## config.mk

```make
export PLATFORM = sky130hd
export DESIGN_NAME = event_priority_queue_core
export DESIGN_NICKNAME = d
export VERILOG_FILES = /design/src/rtl/epq_pkg.sv /design/src/rtl/epq_ram.sv /design/src/rtl/event_priority_queue_core.sv
export SDC_FILE = /design/constraint.sdc
export NUM_CORES = 2
export LEC_CHECK = 0
export BUFFER_PORTS_ARGS = -buffer_cell sky130_fd_sc_hd__buf_2
export CAP_MARGIN = 20
export CORE_MARGIN = 2
export CORE_UTILIZATION = 58
export CTS_CLUSTER_DIAMETER = 80
export DETAILED_ROUTE_END_ITERATION = 10
export PLACE_DENSITY = 0.8
export SYNTH_ARGS = -nofsm -noshare
export SYNTH_HDL_FRONTEND = slang
export SYNTH_SLANG_ARGS = --single-unit
```

## constraint.sdc

```tcl
create_clock -name i_clk -period 13.35 [get_ports i_clk]
set_input_delay 0 -clock i_clk [delete_from_list [all_inputs] [get_ports i_clk]]
set_output_delay 0 -clock i_clk [all_outputs]
set_load 0.02 [all_outputs]
```

## src/rtl/epq_pkg.sv

```systemverilog
// types and constants of the event priority queue
// no dependencies
package epq_pkg;

    localparam int DEPTH         = 16;
    localparam int PAYLOAD_BYTES = 8;
    localparam int ADDR_W        = $clog2(DEPTH);
    localparam int HELD_W        = 4;
    localparam int PAY_W         = 64;
    localparam int IN_W          = 88;
    localparam int OUT_W         = 88;

    localparam logic [PAY_W-1:0] PAYLOAD_MASK = {PAY_W{1'b1}} >> (PAY_W - 8 * PAYLOAD_BYTES);

    typedef enum logic [1:0] {
        KIND_INSERT = 2'd0,
        KIND_POP    = 2'd1,
        KIND_CLEAR  = 2'd2,
        KIND_NONE   = 2'd3
    } t_kind;

    localparam logic [1:0] ST_DEAD = 2'd0;
    localparam logic [1:0] ST_BUSY = 2'd1;

    typedef struct packed {
        logic [PAY_W-1:0] payload;
        logic [1:0]       status;
        logic [7:0]       pri;
        logic [7:0]       id;
    } t_entry;

    localparam int ENTRY_W = $bits(t_entry);

endpackage

```

## src/rtl/epq_ram.sv

```systemverilog
// generic single-write, single-read ram with registered read data
// no dependencies
module epq_ram #(
    parameter int WIDTH = 8,
    parameter int DEPTH = 16
) (
    input  logic                     i_clk,
    input  logic                     i_we,
    input  logic [$clog2(DEPTH)-1:0] i_waddr,
    input  logic [WIDTH-1:0]         i_wdata,
    input  logic [$clog2(DEPTH)-1:0] i_raddr,
    output logic [WIDTH-1:0]         o_rdata
);

    logic [WIDTH-1:0] r_mem [DEPTH];

    always_ff @(posedge i_clk) begin
        if (i_we) begin
            r_mem[i_waddr] <= i_wdata;
        end
        o_rdata <= r_mem[i_raddr];
    end

endmodule

```

## src/rtl/event_priority_queue_core.sv

```systemverilog
// event queue: an insert answers in the cycle after its accept, a pop passes S_POP first
// clear with c entries of which n survive: n+1 scans over the c entries, then a copy
// back of the n survivors; the scan re-reads the slot ram once per survivor
// one item at a time; ready drops from accept until the result is taken
// reset: synchronous active low, queue empty, slot ram is not cleared
// depends on epq_pkg and epq_ram
module event_priority_queue_core (
    input  logic                      i_clk,
    input  logic                      i_rst_n,
    input  logic                      s_axis_tvalid,
    output logic                      s_axis_tready,
    // id[7:0], priority_req[15:8], status_code[17:16], payload[81:18], zero pad
    input  logic [epq_pkg::IN_W-1:0]  s_axis_tdata,
    // kind[1:0]
    input  logic [1:0]                s_axis_tuser,
    output logic                      m_axis_tvalid,
    input  logic                      m_axis_tready,
    // out_id[7:0], out_priority[15:8], out_status[17:16], out_payload[81:18],
    // held[85:82], zero pad
    output logic [epq_pkg::OUT_W-1:0] m_axis_tdata,
    // ok[0]
    output logic                      m_axis_tuser
);
    import epq_pkg::*;

    typedef enum logic [2:0] {
        S_IDLE, S_POP, S_SCAN, S_PICK, S_COPY
    } t_state;

    t_state              r_state;
    logic [ADDR_W-1:0]   r_head, r_count, r_idx, r_rd_off, r_k, r_best_off;
    logic                r_rd_vld, r_found;
    logic [DEPTH-1:0]    r_taken;
    t_entry              r_best;
    logic                r_out_valid, r_out_ok;
    t_entry              r_out_entry;
    logic [HELD_W-1:0]   r_out_held;

    logic                a_we, b_we;
    logic [ADDR_W-1:0]   a_waddr, a_raddr, b_waddr, b_raddr;
    t_entry              a_wdata, a_rdata, b_wdata, b_rdata;
    t_entry              in_entry;
    logic                accept, issue, done, cand;
    logic [ADDR_W-1:0]   lim;

    function automatic logic [ADDR_W-1:0] slot_at(logic [ADDR_W-1:0] base,
                                                   logic [ADDR_W-1:0] off);
        logic [ADDR_W:0] s;
        s = {1'b0, base} + {1'b0, off};
        if (s >= (ADDR_W+1)'(DEPTH)) begin
            s = s - (ADDR_W+1)'(DEPTH);
        end
        return s[ADDR_W-1:0];
    endfunction

    assign s_axis_tready = (r_state == S_IDLE) && !r_out_valid;
    assign accept        = s_axis_tvalid && s_axis_tready;
    assign in_entry      = '{payload: s_axis_tdata[81:18] & PAYLOAD_MASK,
                             status:  s_axis_tdata[17:16],
                             pri:     s_axis_tdata[15:8],
                             id:      s_axis_tdata[7:0]};

    // scan walks the queued entries, copy walks the sorted survivors
    assign lim   = (r_state == S_COPY) ? r_k : r_count;
    assign issue = r_idx < lim;
    assign done  = !issue && !r_rd_vld;
    assign cand  = r_rd_vld && !r_taken[r_rd_off] && (a_rdata.status != ST_DEAD) &&
                   (!r_found || (a_rdata.pri > r_best.pri));

    always_comb begin
        a_we    = 1'b0;
        a_waddr = slot_at(r_head, r_count);
        a_wdata = in_entry;
        a_raddr = r_head;
        b_we    = 1'b0;
        b_waddr = r_k;
        b_wdata = r_best;
        b_raddr = r_idx;
        unique case (r_state)
            S_IDLE: begin
                a_we = accept && (t_kind'(s_axis_tuser) == KIND_INSERT) &&
                       (r_count < ADDR_W'(DEPTH - 1));
            end
            S_SCAN: begin
                a_raddr = slot_at(r_head, r_idx);
            end
            S_PICK: begin
                b_we = 1'b1;
            end
            S_COPY: begin
                a_we    = r_rd_vld;
                a_waddr = slot_at(r_head, r_rd_off);
                a_wdata = b_rdata;
            end
            default: begin
            end
        endcase
    end

    epq_ram #(.WIDTH(ENTRY_W), .DEPTH(DEPTH)) u_slots (
        .i_clk   (i_clk),
        .i_we    (a_we),
        .i_waddr (a_waddr),
        .i_wdata (a_wdata),
        .i_raddr (a_raddr),
        .o_rdata (a_rdata)
    );

    epq_ram #(.WIDTH(ENTRY_W), .DEPTH(DEPTH)) u_sorted (
        .i_clk   (i_clk),
        .i_we    (b_we),
        .i_waddr (b_waddr),
        .i_wdata (b_wdata),
        .i_raddr (b_raddr),
        .o_rdata (b_rdata)
    );

    always_ff @(posedge i_clk) begin
        if (!i_rst_n) begin
            r_state     <= S_IDLE;
            r_head      <= '0;
            r_count     <= '0;
            r_idx       <= '0;
            r_rd_vld    <= 1'b0;
            r_found     <= 1'b0;
            r_k         <= '0;
            r_taken     <= '0;
            r_out_valid <= 1'b0;
        end else begin
            if (r_out_valid && m_axis_tready) begin
                r_out_valid <= 1'b0;
            end
            unique case (r_state)
                S_IDLE: begin
                    if (accept) begin
                        r_out_entry <= '0;
                        unique case (t_kind'(s_axis_tuser))
                            KIND_INSERT: begin
                                r_out_valid <= 1'b1;
                                if (r_count < ADDR_W'(DEPTH - 1)) begin
                                    r_count    <= r_count + 1'b1;
                                    r_out_ok   <= 1'b1;
                                    r_out_held <= HELD_W'(r_count + 1'b1);
                                end else begin
                                    r_out_ok   <= 1'b0;
                                    r_out_held <= HELD_W'(r_count);
                                end
                            end
                            KIND_POP: begin
                                r_state <= S_POP;
                            end
                            KIND_CLEAR: begin
                                r_state  <= S_SCAN;
                                r_idx    <= '0;
                                r_rd_vld <= 1'b0;
                                r_found  <= 1'b0;
                                r_k      <= '0;
                                r_taken  <= '0;
                            end
                            KIND_NONE: begin
                                r_out_valid <= 1'b1;
                                r_out_ok    <= 1'b0;
                                r_out_held  <= HELD_W'(r_count);
                            end
                        endcase
                    end
                end
                S_POP: begin
                    r_state     <= S_IDLE;
                    r_out_valid <= 1'b1;
                    if (r_count != '0) begin
                        r_out_ok    <= 1'b1;
                        r_out_entry <= '{payload: a_rdata.payload,
                                         status:  ST_BUSY,
                                         pri:     a_rdata.pri,
                                         id:      a_rdata.id};
                        r_head      <= slot_at(r_head, ADDR_W'(1));
                        r_count     <= r_count - 1'b1;
                        r_out_held  <= HELD_W'(r_count - 1'b1);
                    end else begin
                        r_out_ok   <= 1'b0;
                        r_out_held <= HELD_W'(r_count);
                    end
                end
                S_SCAN: begin
                    r_rd_vld <= issue;
                    r_rd_off <= r_idx;
                    if (issue) begin
                        r_idx <= r_idx + 1'b1;
                    end
                    if (cand) begin
                        r_found    <= 1'b1;
                        r_best     <= a_rdata;
                        r_best_off <= r_rd_off;
                    end
                    if (done) begin
                        r_idx    <= '0;
                        r_state  <= r_found ? S_PICK : S_COPY;
                    end
                end
                S_PICK: begin
                    // best survivor goes to sorted position k
                    r_taken[r_best_off] <= 1'b1;
                    r_k                 <= r_k + 1'b1;
                    r_found             <= 1'b0;
                    r_state             <= S_SCAN;
                end
                S_COPY: begin
                    r_rd_vld <= issue;
                    r_rd_off <= r_idx;
                    if (issue) begin
                        r_idx <= r_idx + 1'b1;
                    end
                    if (done) begin
                        r_state     <= S_IDLE;
                        r_count     <= r_k;
                        r_out_valid <= 1'b1;
                        r_out_ok    <= 1'b1;
                        r_out_entry <= '0;
                        r_out_held  <= HELD_W'(r_k);
                    end
                end
                default: begin
                    r_state <= S_IDLE;
                end
            endcase
        end
    end

    assign m_axis_tvalid = r_out_valid;
    assign m_axis_tuser  = r_out_ok;
    assign m_axis_tdata  = {(OUT_W - HELD_W - ENTRY_W)'(0), r_out_held, r_out_entry};

endmodule

```

==> results.py <==
metrics = {
    "routing": {
        "detail_route.iter0.violations": 10840,
        "total_wire_length_mm": 318.8,
        "detail_route.first_pass.iterations": 6,
        "postRouteAntennaNets": 0,
        "route.detailed.drc": 0,
        "avgViaCountPerCell": 6.894,
        "dr_total_vias": 68310,
        "wl_per_cell_um": 32.18,
    },
    "setup_path": {
        "type_of_element_launching_the_critical_path": "flip-flop",
        "timing.rr.end": "u_slots.r_mem[4][68]$_DFFE_PP_",
        "cp_num_cells": 13,
        "timing.critical_path.buf_inv": 4,
        "worst_path_largest_cell_delay_ns": 0.94,
        "worst_path_most_repeated_cell": "sky130_fd_sc_hd__buf_4",
        "timing.rr.start": "r_state[2]$_SDFFE_PN0P_",
        "worst_setup_ep": "u_slots.r_mem[4][68]$_DFFE_PP_",
        "reg2reg_setup_slack_ns": 6.74,
        "critPathMaxFanout": 42,
        "worst_ep_required_time_ns": 13.89,
        "critical-path-top-delay-family": "buffers and inverters",
        "endpoint_kind_of_the_worst_setup_timing_path": "flip-flop",
        "critical_path.cell_chain": "nor3b_2, buf_4, buf_4, a21o_1, ha_1, a21o_1, a21oi_1, xnor2_1, xor2_1, nand2_1, nor2_4, buf_4, buf_4",
        "reg2reg_depth": 13,
        "worst-endpoint-arrival_ns": 7.14,
        "path_class": "reg2reg",
        "startpoint_of_the_most_critical_setup_path": "r_state[2]$_SDFFE_PN0P_",
        "timing.critical_path.slowest_stage_cell": "sky130_fd_sc_hd__nor2_4",
    },
    "synth": {
        "synth-edff-count": 2800,
        "number_of_synthesis_warnings": 0,
        "proportion_of_synthesized_chip_area_in_sequential_cells_pct": 74.35,
        "synthesis.instances": 6734,
        "synth_async_sr_flop_share_pct": 0,
        "flip_flop_cell_with_the_highest_count_after_synthesis": "sky130_fd_sc_hd__edfxtp_1",
        "post_synth_design_cell_area_mm2": 0.1185,
        "cell_types_occupying_the_most_area_after_synthesis": "sky130_fd_sc_hd__edfxtp_1 (71%), sky130_fd_sc_hd__mux4_2 (6.4%), sky130_fd_sc_hd__mux2i_1 (5.6%), sky130_fd_sc_hd__dfxtp_1 (3.4%), sky130_fd_sc_hd__mux2_2 (1.6%)",
        "synth_cell_type_count": 59,
        "synth_top_cell_by_area": "sky130_fd_sc_hd__edfxtp_1",
        "synth-seq-cells": 3002,
        "yosys.cell_count.top_type": "sky130_fd_sc_hd__edfxtp_1",
        "synth_common_cells": "sky130_fd_sc_hd__edfxtp_1 (2800), sky130_fd_sc_hd__mux2i_1 (661), sky130_fd_sc_hd__nand2_1 (449)",
        "netlist.area_leader.share_pct": 70.94,
        "synth_area_per_cell_um2": 17.60,
    },
    "timing": {
        "setup_tns_ns": 0,
        "slew_headroom_pct": 17.24,
        "timing_worst_slew_pin_value_ns": 1.241,
        "fin_ws_ns": 6.743,
        "period_needed_ns": 6.607,
        "timing.hold.ws_ns": 0.1783,
        "grt_setup_unrepaired": "no",
        "finalSetupViolCount": 0,
        "report.final.hold_viol_count": 0,
        "timing.final.crit_share_pct": 49.49,
        "clock_skew_ns": 0.03952,
        "highest_achievable_clock_rate_ghz": 0.1514,
        "final_max_slew_viol_count": 0,
    },
    "clocking": {
        "clock_tree.root_cell": "sky130_fd_sc_hd__clkbuf_16",
        "clock_tree_from_tritoncts": "built",
        "worst_skew_pair.late_latency_ns": 0.94,
        "ctsLongestPathBuffers": 4,
        "path_clk_slew_ns": 0.06,
        "cts_buffers": 290,
        "cts.sinks": 3002,
        "htreeDepth": 5,
    },
    "placement": {
        "globalplace.congestion": 0.8945,
        "post-place-ws_ns": 6.970,
        "detailedPlacementHpwl_mm": 163.6,
        "place_inst": 9280,
        "port-buffer-count": 175,
    },
    "die": {
        "die_area_mm2": 0.2080,
        "starting_density_of_the_core_pct": 58.47,
        "die_w_um": 456.1,
        "pin_count": 185,
        "core.rowCount": 165,
        "core_area_mm2": 0.2027,
        "die_h_um": 456.1,
    },
    "power_and_ir_drop": {
        "power.static_leakage_uw": 0.04406,
        "pwr_density_cell_mw_per_mm2": 164.9,
        "max-vdd-ir-drop_uv": 163.0,
        "cell_internal_pwr_uw": 16270,
        "p_comb_share_pct": 11.7,
        "seq_power_share_pct": 51.5,
        "total_switching_power_uw": 5535,
        "pwr-share-clk_pct": 36.8,
        "swShare_pct": 25.39,
    },
    "job": {
        "timing.max_cap.violations": 0,
    },
    "status": {
        "status": "finished, final reports clean",
    },
    "finish": {
        "final_net_count": 7118,
        "synthToLayoutAreaGrowth_pct": 11.52,
        "filler_cell_count": 12610,
        "utilization_pct": 65.20,
        "proportion_of_layout_cells_with_a_drive_suffix_above_1_pct": 17.63,
        "final_cell_count_no_fill": 9908,
    },
    "global_route": {
        "grt_pass1_wl_mm": 453.9,
        "grt_ovf": 0,
        "globalRouteTotalUtil_pct": 30.09,
        "antenna_violations_before_repair": 43,
        "largest_net_degree_at_the_start_of_global_routing": 147,
        "via_count_of_the_first_global_routing_pass": 67520,
    },
    "hold_path": {
        "min_path_type": "in2reg",
    },
}
## area by class of cell
type                       count  area (um2)  area share (%)
clock buffer                 406        8149           6.165
tap                         2672        3343           2.529
timing repair buffer         392        2823           2.135
sequential                  3002       88140           66.68
inverter                      23       86.33         0.06531
clock inverter                96       960.9          0.7269
antenna                       33       82.58         0.06247
multi-input combinational   3284       28600           21.63
## state kept, by name, indices dropped and copies added, names as in the netlist, 16 cells and up
register	count
u_sorted.r_mem	1312
r_taken	16
u_sorted.o_rdata	82
u_slots.o_rdata	82
u_slots.r_mem	1312
b_wdata	82
m_axis_tdata	81
## cells by family after synthesis
| kind of cell | share of synthesized area (%) |
|---|---|
| compound gates | 5.935 |
| xor+xnor | 0.1330 |
| fa+ha+maj | 0.3399 |
| buf+inv | 1.870 |
| flops | 74.35 |
| mux | 13.53 |
| other cells | 0.003164 |
| simple gates | 3.842 |
## placed cells by master, fill, tap and decap left out, types with 91 or more instances in the layout
| master | Yosys | final |
|---|---|---|
| sky130_fd_sc_hd__clkbuf_16 | 0 | 295 |
| sky130_fd_sc_hd__nand3_1 | 175 | 174 |
| sky130_fd_sc_hd__dlygate4sd3_1 | 0 | 92 |
| sky130_fd_sc_hd__buf_4 | 16 | 118 |
| sky130_fd_sc_hd__nand2_1 | 449 | 447 |
| sky130_fd_sc_hd__edfxtp_1 | 2800 | 2800 |
| sky130_fd_sc_hd__mux4_2 | 335 | 335 |
| sky130_fd_sc_hd__o21ai_0 | 266 | 265 |
| sky130_fd_sc_hd__mux2i_1 | 661 | 661 |
| sky130_fd_sc_hd__a22oi_1 | 168 | 168 |
| sky130_fd_sc_hd__buf_2 | 55 | 175 |
| sky130_fd_sc_hd__a21oi_1 | 113 | 112 |
| sky130_fd_sc_hd__nor2_1 | 149 | 118 |
| sky130_fd_sc_hd__dfxtp_1 | 202 | 197 |
| sky130_fd_sc_hd__nor2b_1 | 92 | 91 |
| sky130_fd_sc_hd__mux2_2 | 165 | 165 |
| sky130_fd_sc_hd__o22ai_1 | 163 | 163 |
## power by group through the flow
stage          Combinational [uW]  Clock (uW)  Sequential, uW
6_report                     2560        8020           11200
5_1_grt                      2670        8380           11200
4_1_cts                      2510        8010           11200
3_5_place_dp                 2450           0           11400
3_3_place_gp                 2390           0           11400
2_1_floorplan                1580           0           11100
## through the flow
step / total power [uW] / instance area, um2
4_1_cts: 21690 / 132100
5_1_grt: 22260 / 132100
3_5_place_dp: 13810 / 122100
2_1_floorplan: 12720 / 118500
6_report: 21800 / 132200
3_3_place_gp: 13760 / 122100
## worst min path at each step
| stage | from | to | slack, ns | depth (start not counted) |
|---|---|---|---|---|
| 2_1_floorplan | m_axis_tready | m_axis_tvalid$_SDFF_PN0_ | 0.19 | 2 |
| 3_3_place_gp | m_axis_tready | m_axis_tvalid$_SDFF_PN0_ | 0.34 | 3 |
| 3_5_place_dp | m_axis_tready | m_axis_tvalid$_SDFF_PN0_ | 0.36 | 3 |
| 4_1_cts | i_rst_n | b_waddr[0]$_SDFFE_PN0P_ | 0.12 | 3 |
| 5_1_grt | i_rst_n | b_waddr[0]$_SDFFE_PN0P_ | 0.17 | 3 |
| 6_report | i_rst_n | b_waddr[0]$_SDFFE_PN0P_ | 0.18 | 3 |
## tightest hold or removal path: stages
cell	delay (ns)
sky130_fd_sc_hd__dlygate4sd3_1	0.56
sky130_fd_sc_hd__buf_2	0.30
sky130_fd_sc_hd__o211a_1	0.18
## metal layers
metal / GRT usage (%) / wire length [um] / part of all wire, % / vias to the layer above
met3: 7.095 / 38960 / 12 / 1074
met1: 38.51 / 108400 / 34 / 34460
met4: 16.90 / 19420 / 6.1 / 12
li1: - / - / - / 27510
met2: 47.79 / 152000 / 48 / 5247
met5: 0 / 68 / 0.021 / -
## repair_timing
item,in CTS,in global routing
endpoints found under the hold margin,1386,0
hold buffers,92,0
resized for setup,0,0
setup buffers,0,0
Note: power is estimated with default switching activity, not from simulation.
